[src/rtl/lps_pkg.sv]
// ----------------------------------------------------------------------------
// lps_pkg
// Shared widths, codes and beat types of the line pixel stepper.
// ----------------------------------------------------------------------------
`default_nettype none

package lps_pkg;

    localparam int COORD_WIDTH = 10;
    localparam int PIX_WIDTH   = 11;
    localparam int COLOR_WIDTH = 16;
    localparam int ORIENT_WIDTH = 2;

    // error never goes above twice the major distance
    localparam int ERR_WIDTH = COORD_WIDTH + 2;
    // pixel count holds major distance + 1
    localparam int CNT_WIDTH = COORD_WIDTH + 1;
    // room for a coordinate plus the panel offset before trimming
    localparam int OFS_WIDTH = ((COORD_WIDTH > PIX_WIDTH) ? COORD_WIDTH : PIX_WIDTH) + 1;

    localparam logic [OFS_WIDTH-1:0] PANEL_OFFSET = OFS_WIDTH'(80);

    localparam logic MODE_START = 1'b0;
    localparam logic MODE_TICK  = 1'b1;

    localparam logic [ORIENT_WIDTH-1:0] ORIENT_ROW_SHIFT = 2'd1;
    localparam logic [ORIENT_WIDTH-1:0] ORIENT_COL_SHIFT = 2'd3;

    typedef struct packed {
        logic                   mode;
        logic [COORD_WIDTH-1:0] start_col;
        logic [COORD_WIDTH-1:0] start_row;
        logic [COORD_WIDTH-1:0] end_col;
        logic [COORD_WIDTH-1:0] end_row;
        logic [COLOR_WIDTH-1:0] color;
    } item_t;

    typedef struct packed {
        logic [PIX_WIDTH-1:0]   pixel_col;
        logic [PIX_WIDTH-1:0]   pixel_row;
        logic [COLOR_WIDTH-1:0] pixel_color;
        logic                   last;
    } pixel_t;

    typedef struct packed {
        logic emit;
        logic busy;
    } lps_status_t;

endpackage

`default_nettype wire

[src/rtl/lps_stepper.sv]
// ----------------------------------------------------------------------------
// lps_stepper
// Line state and error update; one step per accepted tick beat while busy.
// ----------------------------------------------------------------------------
`default_nettype none

module lps_stepper
    import lps_pkg::*;
(
    input  wire logic                    clk,
    input  wire logic                    rst_n,
    input  wire logic                    fire,
    input  wire item_t                   item,
    input  wire logic [ORIENT_WIDTH-1:0] orientation,
    output lps_status_t                  status,
    output pixel_t                       pixel
);

    logic [COORD_WIDTH-1:0] cur_col_reg, cur_col_next;
    logic [COORD_WIDTH-1:0] cur_row_reg, cur_row_next;
    logic [ERR_WIDTH-1:0]   col_err_reg, col_err_next;
    logic [ERR_WIDTH-1:0]   row_err_reg, row_err_next;
    logic [COORD_WIDTH-1:0] abs_dcol_reg, abs_dcol_next;
    logic [COORD_WIDTH-1:0] abs_drow_reg, abs_drow_next;
    logic [COORD_WIDTH-1:0] major_reg, major_next;
    logic                   col_neg_reg, col_neg_next;
    logic                   row_neg_reg, row_neg_next;
    logic [CNT_WIDTH-1:0]   left_reg, left_next;
    logic [COLOR_WIDTH-1:0] color_reg, color_next;

    logic                   busy;
    logic                   emit;
    logic [ERR_WIDTH-1:0]   col_sum, row_sum;
    logic                   col_hit, row_hit;
    logic [OFS_WIDTH-1:0]   col_ofs, row_ofs;

    assign busy = (left_reg != '0);
    assign emit = fire && (item.mode == MODE_TICK) && busy;

    assign status.emit = emit;
    assign status.busy = busy;

    assign col_sum = col_err_reg + ERR_WIDTH'(abs_dcol_reg);
    assign row_sum = row_err_reg + ERR_WIDTH'(abs_drow_reg);
    assign col_hit = col_sum > ERR_WIDTH'(major_reg);
    assign row_hit = row_sum > ERR_WIDTH'(major_reg);

    // orientation offset, trimmed to the panel address width
    always_comb
    begin
        col_ofs = '0;
        row_ofs = '0;
        if (orientation == ORIENT_ROW_SHIFT)
        begin
            row_ofs = PANEL_OFFSET;
        end
        else if (orientation == ORIENT_COL_SHIFT)
        begin
            col_ofs = PANEL_OFFSET;
        end
    end

    always_comb
    begin
        pixel.pixel_col   = PIX_WIDTH'(OFS_WIDTH'(cur_col_reg) + col_ofs);
        pixel.pixel_row   = PIX_WIDTH'(OFS_WIDTH'(cur_row_reg) + row_ofs);
        pixel.pixel_color = color_reg;
        pixel.last        = (left_reg == CNT_WIDTH'(1));
    end

    always_comb
    begin
        cur_col_next  = cur_col_reg;
        cur_row_next  = cur_row_reg;
        col_err_next  = col_err_reg;
        row_err_next  = row_err_reg;
        abs_dcol_next = abs_dcol_reg;
        abs_drow_next = abs_drow_reg;
        major_next    = major_reg;
        col_neg_next  = col_neg_reg;
        row_neg_next  = row_neg_reg;
        left_next     = left_reg;
        color_next    = color_reg;

        if (fire && (item.mode == MODE_START))
        begin
            col_neg_next  = item.end_col < item.start_col;
            row_neg_next  = item.end_row < item.start_row;
            abs_dcol_next = col_neg_next ? (item.start_col - item.end_col)
                                         : (item.end_col - item.start_col);
            abs_drow_next = row_neg_next ? (item.start_row - item.end_row)
                                         : (item.end_row - item.start_row);
            major_next    = (abs_dcol_next > abs_drow_next) ? abs_dcol_next
                                                            : abs_drow_next;
            cur_col_next  = item.start_col;
            cur_row_next  = item.start_row;
            col_err_next  = '0;
            row_err_next  = '0;
            left_next     = CNT_WIDTH'(major_next) + CNT_WIDTH'(1);
            color_next    = item.color;
        end
        else if (emit)
        begin
            // an axis with zero distance never hits, so its sign is irrelevant
            if (col_hit)
            begin
                col_err_next = col_sum - ERR_WIDTH'(major_reg);
                cur_col_next = col_neg_reg ? (cur_col_reg - COORD_WIDTH'(1))
                                           : (cur_col_reg + COORD_WIDTH'(1));
            end
            else
            begin
                col_err_next = col_sum;
            end
            if (row_hit)
            begin
                row_err_next = row_sum - ERR_WIDTH'(major_reg);
                cur_row_next = row_neg_reg ? (cur_row_reg - COORD_WIDTH'(1))
                                           : (cur_row_reg + COORD_WIDTH'(1));
            end
            else
            begin
                row_err_next = row_sum;
            end
            left_next = left_reg - CNT_WIDTH'(1);
        end
    end

    always_ff @(posedge clk or negedge rst_n)
    begin
        if (!rst_n)
        begin
            cur_col_reg  <= '0;
            cur_row_reg  <= '0;
            col_err_reg  <= '0;
            row_err_reg  <= '0;
            abs_dcol_reg <= '0;
            abs_drow_reg <= '0;
            major_reg    <= '0;
            col_neg_reg  <= 1'b0;
            row_neg_reg  <= 1'b0;
            left_reg     <= '0;
            color_reg    <= '0;
        end
        else
        begin
            cur_col_reg  <= cur_col_next;
            cur_row_reg  <= cur_row_next;
            col_err_reg  <= col_err_next;
            row_err_reg  <= row_err_next;
            abs_dcol_reg <= abs_dcol_next;
            abs_drow_reg <= abs_drow_next;
            major_reg    <= major_next;
            col_neg_reg  <= col_neg_next;
            row_neg_reg  <= row_neg_next;
            left_reg     <= left_next;
            color_reg    <= color_next;
        end
    end

endmodule

`default_nettype wire

[src/rtl/line_pixel_stepper.sv]
// ----------------------------------------------------------------------------
// line_pixel_stepper
// Walks the pixels of a straight line, one pixel per tick beat while it runs.
// ----------------------------------------------------------------------------
// A start beat loads two endpoints and a colour and returns nothing; each
// following tick beat returns the next pixel of the line (panel column and
// row with the orientation offset applied, colour, and last on the final
// pixel), and ticks while no line is running return nothing. One beat is
// taken every clock cycle while the pixel output register is empty or being
// drained; a pixel is registered in the cycle after its tick beat, and the
// single output register takes no new beat while a pixel waits. The
// orientation register should only be written while no line is in flight.
`default_nettype none

module line_pixel_stepper
    import lps_pkg::*;
(
    input  wire logic                    clk,
    input  wire logic                    rst_n,

    input  wire logic                    cfg_valid,
    output logic                         cfg_ready,
    input  wire logic [ORIENT_WIDTH-1:0] cfg_data,

    input  wire logic                    item_valid,
    output logic                         item_ready,
    input  wire item_t                   item,

    output logic                         pixel_valid,
    input  wire logic                    pixel_ready,
    output pixel_t                       pixel
);

    logic [ORIENT_WIDTH-1:0] orientation_reg;
    logic                    pixel_valid_reg;
    pixel_t                  pixel_reg;
    logic                    fire;
    lps_status_t             status;
    pixel_t                  step_pixel;

    assign cfg_ready   = 1'b1;
    assign item_ready  = !pixel_valid_reg || pixel_ready;
    assign fire        = item_valid && item_ready;
    assign pixel_valid = pixel_valid_reg;
    assign pixel       = pixel_reg;

    lps_stepper u_stepper (
        .clk         (clk),
        .rst_n       (rst_n),
        .fire        (fire),
        .item        (item),
        .orientation (orientation_reg),
        .status      (status),
        .pixel       (step_pixel)
    );

    always_ff @(posedge clk or negedge rst_n)
    begin
        if (!rst_n)
        begin
            orientation_reg <= '0;
        end
        else if (cfg_valid && cfg_ready)
        begin
            orientation_reg <= cfg_data;
        end
    end

    always_ff @(posedge clk or negedge rst_n)
    begin
        if (!rst_n)
        begin
            pixel_valid_reg <= 1'b0;
        end
        else if (status.emit)
        begin
            pixel_valid_reg <= 1'b1;
        end
        else if (pixel_ready)
        begin
            pixel_valid_reg <= 1'b0;
        end
    end

    // pixel payload needs no reset
    always_ff @(posedge clk)
    begin
        if (status.emit)
        begin
            pixel_reg <= step_pixel;
        end
    end

    // an empty output register never holds back an input beat
    a_ready_when_empty : assert property (@(posedge clk) disable iff (!rst_n)
        !pixel_valid |-> item_ready)
        else $error("input stalled with empty pixel register");

    // a start beat into a draining output leaves no pixel behind
    a_start_no_pixel : assert property (@(posedge clk) disable iff (!rst_n)
        (fire && (item.mode == MODE_START) && (!pixel_valid || pixel_ready))
        |=> !pixel_valid)
        else $error("pixel produced by a start beat");

    // the line ends with the pixel flagged last
    a_last_ends_line : assert property (@(posedge clk) disable iff (!rst_n)
        (status.emit && step_pixel.last) |=> !status.busy)
        else $error("line still running after last pixel");

    // a tick with no line running gives no pixel
    a_idle_tick : assert property (@(posedge clk) disable iff (!rst_n)
        (fire && !status.busy) |-> !status.emit)
        else $error("pixel emitted while idle");

endmodule

`default_nettype wire
[config.mk]
export PLATFORM = sky130hd
export DESIGN_NAME = line_pixel_stepper
export DESIGN_NICKNAME = d
export VERILOG_FILES = /design/src/rtl/lps_pkg.sv /design/src/rtl/lps_stepper.sv /design/src/rtl/line_pixel_stepper.sv
export SDC_FILE = /design/constraint.sdc
export NUM_CORES = 1
export LEC_CHECK = 0
export BUFFER_PORTS_ARGS = -buffer_cell sky130_fd_sc_hd__buf_4
export CORE_MARGIN = 2
export CORE_UTILIZATION = 60
export DETAILED_ROUTE_END_ITERATION = 8
export GPL_TIMING_DRIVEN = 0
export PLACE_DENSITY = 0.84
export SLEW_MARGIN = 30
export SYNTH_ARGS = -nofsm -noshare
export SYNTH_HDL_FRONTEND = slang
export SYNTH_SLANG_ARGS = --single-unit
[constraint.sdc]
create_clock -name clk -period 8.4 [get_ports clk]
set_input_delay 2.52 -clock clk [delete_from_list [all_inputs] [get_ports clk]]
set_output_delay 2.52 -clock clk [all_outputs]
set_load 0.005 [all_outputs]
### After elaboration in Yosys (flattened, before gate mapping)

Cells that the tools add are included.

* flip-flop bits (word level): 145
* bits in latches: 0
* RAM bits: 0
* bits in read-only memories: 0
* input port bits: 64
* output and inout bits: 42
* logic and storage cells: 79
* memories kept: 0

* $add $sub $neg: 16
* multipliers: 0
* divide/modulo/power cells: 0
* magnitude comparators: 5
* eq/ne operators: 3
* shift-type cells: 0
* muxes and demuxes: 24
* bitwise logic cells: 1
* reduce and logical (&&, ||, !) cells: 13

Operator list (count)
* two-way mux 10 bit: 11
* two-way mux 12 bit: 6
* subtractor 10 bit: 4
* adder 12 x 10 -> 12 bit: 2
* > comparator 12 x 10 -> 1 bit: 2
* subtractor 12 x 10 -> 12 bit: 2
* two-way mux 11 bit: 2
* two-way mux 7 bit: 3
* adder 10 x 1 -> 10 bit (second input constant): 2
* < comparator 10 bit: 2
* subtractor 10 x 1 -> 10 bit (second input constant): 2
* adder 10 x 1 -> 11 bit (second input constant): 1
* adder 10 x 11 -> 11 bit: 1
* adder 10 x 7 -> 11 bit: 1
* equality test 11 x 1 -> 1 bit (second input constant): 1
* nonzero test 11 bit: 1
* subtractor 11 x 1 -> 11 bit (second input constant): 1
* > comparator 10 bit: 1
* nonzero test 2 bit: 4
* logical AND 1 bit: 4
* AND reduction 2 bit: 2
* equality test 2 x 1 -> 1 bit (second input constant): 1
* equality test 2 bit (second input constant): 1
* two-way mux 1 bit: 2
* other kinds (3): 3

### Logic depth before layout (Yosys ltp)

* depth after elaboration: 7
* mapped depth: 25
* gate-level depth less buffers: 22

### Cells and area by module

A second synthesis with hierarchy kept.

* cell total of the unflattened synthesis: 1135
* area total of the unflattened synthesis: 10611.4 sq um

By module, submodules not included
* lps_stepper: instances 1, cells an instance 1086, area each 9305.2 sq um, sequential area each 2577.5 sq um
* line_pixel_stepper: instances 1, cells an instance 49, area each 1306.3 sq um, sequential area each 1246.2 sq um

### Worst setup path after synthesis

Ideal clock, no wire load.

* path type: in2reg
* from: input port item[26] (netlist name)
* to: register u_stepper.left_reg[8]
* library setup time: 86 ps
* arrival: 7488 ps
* required time: 8314 ps
* setup slack: 826 ps
* stages on the path: 23
* path buffers: 3
* cells stage by stage: inv_1 > ha_1 > inv_1 > fa_1 > a21oi_1 > o2bb2ai_2 > o41ai_4 > buf_4 > mux2i_1 > a31oi_1 > xnor2_1 > ha_1 > a2111oi_0 > o21ai_0 > a211oi_1 > or2_2 > clkbuf_1 > clkbuf_1 > mux2i_1 > ha_1 > nand2_1 > o211a_1 > nor3_1

* cells in the longest elaborated chain, start to end: 6
* elaborated cells between the ends (all ways): 8
* classes of those cells: add/sub: 3; order compare: 2; mux: 3

RTL lines
* from (decl): RTL line line_pixel_stepper.sv:27 `input wire item_t item,`
* subtractor 10 bit, or another cell as far along: RTL line lps_stepper.sv:90 `: (item.end_col - item.start_col);`
* two-way mux 10 bit (*): RTL line lps_stepper.sv:89 `abs_dcol_next = col_neg_next ? (item.start_col - item.end_col)`
* > comparator 10 bit: RTL line lps_stepper.sv:93 `major_next = (abs_dcol_next > abs_drow_next) ? abs_dcol_next`
* two-way mux 10 bit (*): RTL line lps_stepper.sv:93
* adder 10 x 1 -> 11 bit (*): RTL line lps_stepper.sv:99 `left_next = CNT_WIDTH'(major_next) + CNT_WIDTH'(1);`
* two-way mux 11 bit (*): RTL line lps_stepper.sv:85 `if (fire && (item.mode == MODE_START))`
* to (signal assigned): RTL line lps_stepper.sv:156 `left_reg <= left_next;`
* to (decl): RTL line lps_stepper.sv:28 `logic [CNT_WIDTH-1:0] left_reg, left_next;`

Mark *: on every way between the ends. The rest lies on a longest branch, timed or not.
A chain may end at the register's enable or synchronous reset.

### Worst setup path in the final report

* from: input port item[16] (netlist name)
* to: register u_stepper.left_reg[8]

* cells in the longest elaborated chain, start to end: 6
* elaborated cells between the ends (all ways): 8
* classes of those cells: add/sub: 3; order compare: 2; mux: 3

RTL lines
* subtractor 10 bit, or another cell as far along: RTL line lps_stepper.sv:92 `: (item.end_row - item.start_row);`
* two-way mux 10 bit (*): RTL line lps_stepper.sv:91 `abs_drow_next = row_neg_next ? (item.start_row - item.end_row)`
* > comparator 10 bit: RTL line lps_stepper.sv:93
* two-way mux 10 bit (*): RTL line lps_stepper.sv:93
* adder 10 x 1 -> 11 bit (*): RTL line lps_stepper.sv:99
* two-way mux 11 bit (*): RTL line lps_stepper.sv:85

Marks and branches as above.

==> metrics <==
maximum vdd drop 0.248 mV; most frequent cells in the layout nand2_1 (150), ha_1 (113), buf_4 (107); startpoint class of the critical path input port; global route overflow 0; num ports 106; worst-path maximum fanout 10; Final HPWL DP 20,900 um; Initial Util 61.7%; Synthesized Nets 1,361; FP Rows 48; sequential power share 23.1%; CP required 8750 ps; Max Fclk 125 MHz; Fin Clk Skew 15.0 ps; die width 138 um; drt initial violations 780; grt peak-use layer met2; Net Sw Frac 44.6%; final WL 28,000 um; post-layout minimum cycle time 7990 ps; max reg flops 39; Multi-input gate area 0.00642 mm^2; Top FF cell, synth dfrtp_1; H-tree Lvls 4; Worst EP arrival 8340 ps; final-report hold violation count 0; Clk Latency, worst-skew pair 440 ps; Syn Inst Count 1,174; vias in the first global route 9,253; Least-Margin Pin Slew 925 ps; largest net degree at the start of global routing 107; grt met2 use 52.0%; TNS Setup 0 ps; FF+latch area 0.00382 mm^2; antenna violations before repair 0; DR pass1 iterations 6; ant diodes 0; GRT Overall Usage 30.4%; LEAKAGE 0.00602 uW; CTS tree built; met1 GRT Util 37.5%; via count 9,285; HP Class reg -> reg; CP Capture Type flip-flop; post-synthesis area per instance 9.15 um^2; Sw Pwr 2190 uW; core box area 0.0174 mm^2; register area share after synthesis 35.6%; clock share of power 15.5%; GPL Wtd Cong 0.917; CP Class in -> reg; count of cell types in the netlist 76; max_cap viols 0; die height 138 um; final max-slew violation count 0; Gate power share 61.4%; internal power 2720 uW; IO buf count 104; R2R cell count 17; Post-synth EDFFs 39; CTS buffer count 17; Hold Path Depth 0; first-pass GRT wire length 44,600 um; Avg WL per Cell 18.2 um; Final setup viols 0; synthesized area 0.0107 mm^2; Ys Warns 0; Post-DRT Antenna Nets 0; status completed; asr flop ratio synth 73.1%; P&R area growth vs syn 15.9%; # fillers 1,278; clk slew on worst S/H paths 70 ps; vias per cell 6.04; M3 GR Usage 5.59%; Power Density 394 mW/mm^2; Final nets 1,487; Critical R2R Capture u_stepper.cur_row_reg[4]; Die ar. 0.0190 mm^2; DRC errors left 0; Hold Path Sink pixel[10]; CTS Root Cell clkbuf_16; relative slew slack 38.3%; clk sink count 145; most common cell after layout, fill and taps aside nand2_1; reg2reg start u_stepper.abs_drow_reg[1]; Place WS -438 ps; clock buffer depth 2; #FFs+latches synth 145; unrepaired setup endpoints after global routing no; layout cell share with drive strength beyond 1 13.6%; worst hold start u_stepper.color_reg[9]; reg2reg setup slack 3340 ps; CTS Hold Bufs 0; final worst-path cycle share 95.1%; final worst slack 408 ps
kinds of logic after synthesis:
| kind of cell | synth area share [%] |
|---|---|
| adder cells (fa/ha/maj) | 15.0 |
| XOR/XNOR | 6.36 |
| AO/OA/AOI/OAI | 17.5 |
| flip-flops | 35.6 |
| buffers and inverters | 4.83 |
| AND/OR/NAND/NOR | 15.9 |
| other | 0.0349 |
| multiplexers | 4.76 |
per-layer routing:
| metal | up-vias | wire length [um] |
|---|---|---|
| met3 | 71 | 1710 |
| li1 | 4421 | - |
| met1 | 4448 | 11500 |
| met5 | - | 0 |
| met4 | 0 | 932 |
| met2 | 345 | 13900 |
timing repair:
| action | CTS | global route |
|---|---|---|
| pin swaps | 0 | 1 |
| gates resized for setup | 1 | 2 |
| endpoints found under the setup margin | 1 | 5 |
| buffers inserted | 0 | 2 |
power by group through the flow:
stage	Combinational, uW	Sequential (uW)	Clock, uW
3_3_place_gp	2850	1120	0
3_5_place_dp	2940	1140	0
2_1_floorplan	2310	1080	0
5_1_grt	3340	1160	790
6_report	3020	1130	759
4_1_cts	2970	1130	761
worst max path at each step:
stage                            endpoint  cells after the start  slack [ps]     start
floorplan           u_stepper.left_reg[8]                     23         830  item[26]
global placement    u_stepper.left_reg[8]                     24        -340  item[26]
detailed placement  u_stepper.left_reg[8]                     24        -440  item[26]
CTS                 u_stepper.left_reg[8]                     24         110  item[26]
global route        u_stepper.left_reg[8]                     25          10  item[16]
finish              u_stepper.left_reg[8]                     25         410  item[16]
final cells by class:
| type | count | area share (%) |
|---|---|---|
| tap | 225 | 2.26 |
| inverter | 95 | 2.88 |
| clock inverter | 14 | 1.25 |
| clock buffer | 18 | 3.44 |
| multi-input combinational | 896 | 51.5 |
| timing repair buffer | 107 | 6.66 |
| sequential | 145 | 30.7 |
| buffer | 38 | 1.32 |
worst max-delay path: stages:
cell and delay [ps]:
buf_4 120, inv_1 50, ha_1 170, inv_1 60, fa_1 420, a21o_1 210
a221oi_2 390, o31ai_2 150, buf_6 170, mux2_4 320, o211ai_1 300, xor2_1 170
inv_1 110, ha_1 230, a2111oi_0 370, o21ai_0 150, a211oi_1 340, or2_2 180
clkbuf_1 290, clkbuf_2 330, mux2i_2 360, ha_1 300, nand2_1 150, o211a_1 250
nor3_1 210
per-stage QoR:
| stage | utilization (%) | area, um^2 | total power, uW | hold slack (ps) | cells |
|---|---|---|---|---|---|
| after floorplan | - | 10700 | 3390 | 425 | 1174 |
| after global placement | 67.8 | 11800 | 3970 | 427 | 1503 |
| after detailed placement | 67.8 | 11800 | 4070 | 432 | 1503 |
| after CTS | 71.2 | 12400 | 4860 | 453 | 1535 |
| after global routing | 71.5 | 12500 | 5280 | 457 | 1538 |
| final | 71.5 | 12500 | 4910 | 451 | 1538 |
cells in the mapped netlist, drive strengths merged (7+ instances only):
cell	n	area [um^2]
xor2	23	201
clkbuf	30	113
nand4	8	50.1
fa	10	200
nor2	62	233
mux2i	35	350
or3	10	62.6
a211oi	11	87.6
a221oi	9	85.1
xnor2	55	482
ha	113	1410
o21ai	95	475
nor2b	20	125
o21a	12	90.1
and2	8	50.1
nand2	150	563
nand2b	8	50.1
nor3	27	135
nand3	30	150
o211ai	7	57.6
inv	95	357
edfxtp	39	1170
a31oi	10	62.6
buf	8	50.0
a21oi	59	295
a21o	28	210
dfrtp	106	2650
nor4	7	58.8
mux2	14	161
Note: power is estimated with default switching activity, not from simulation.
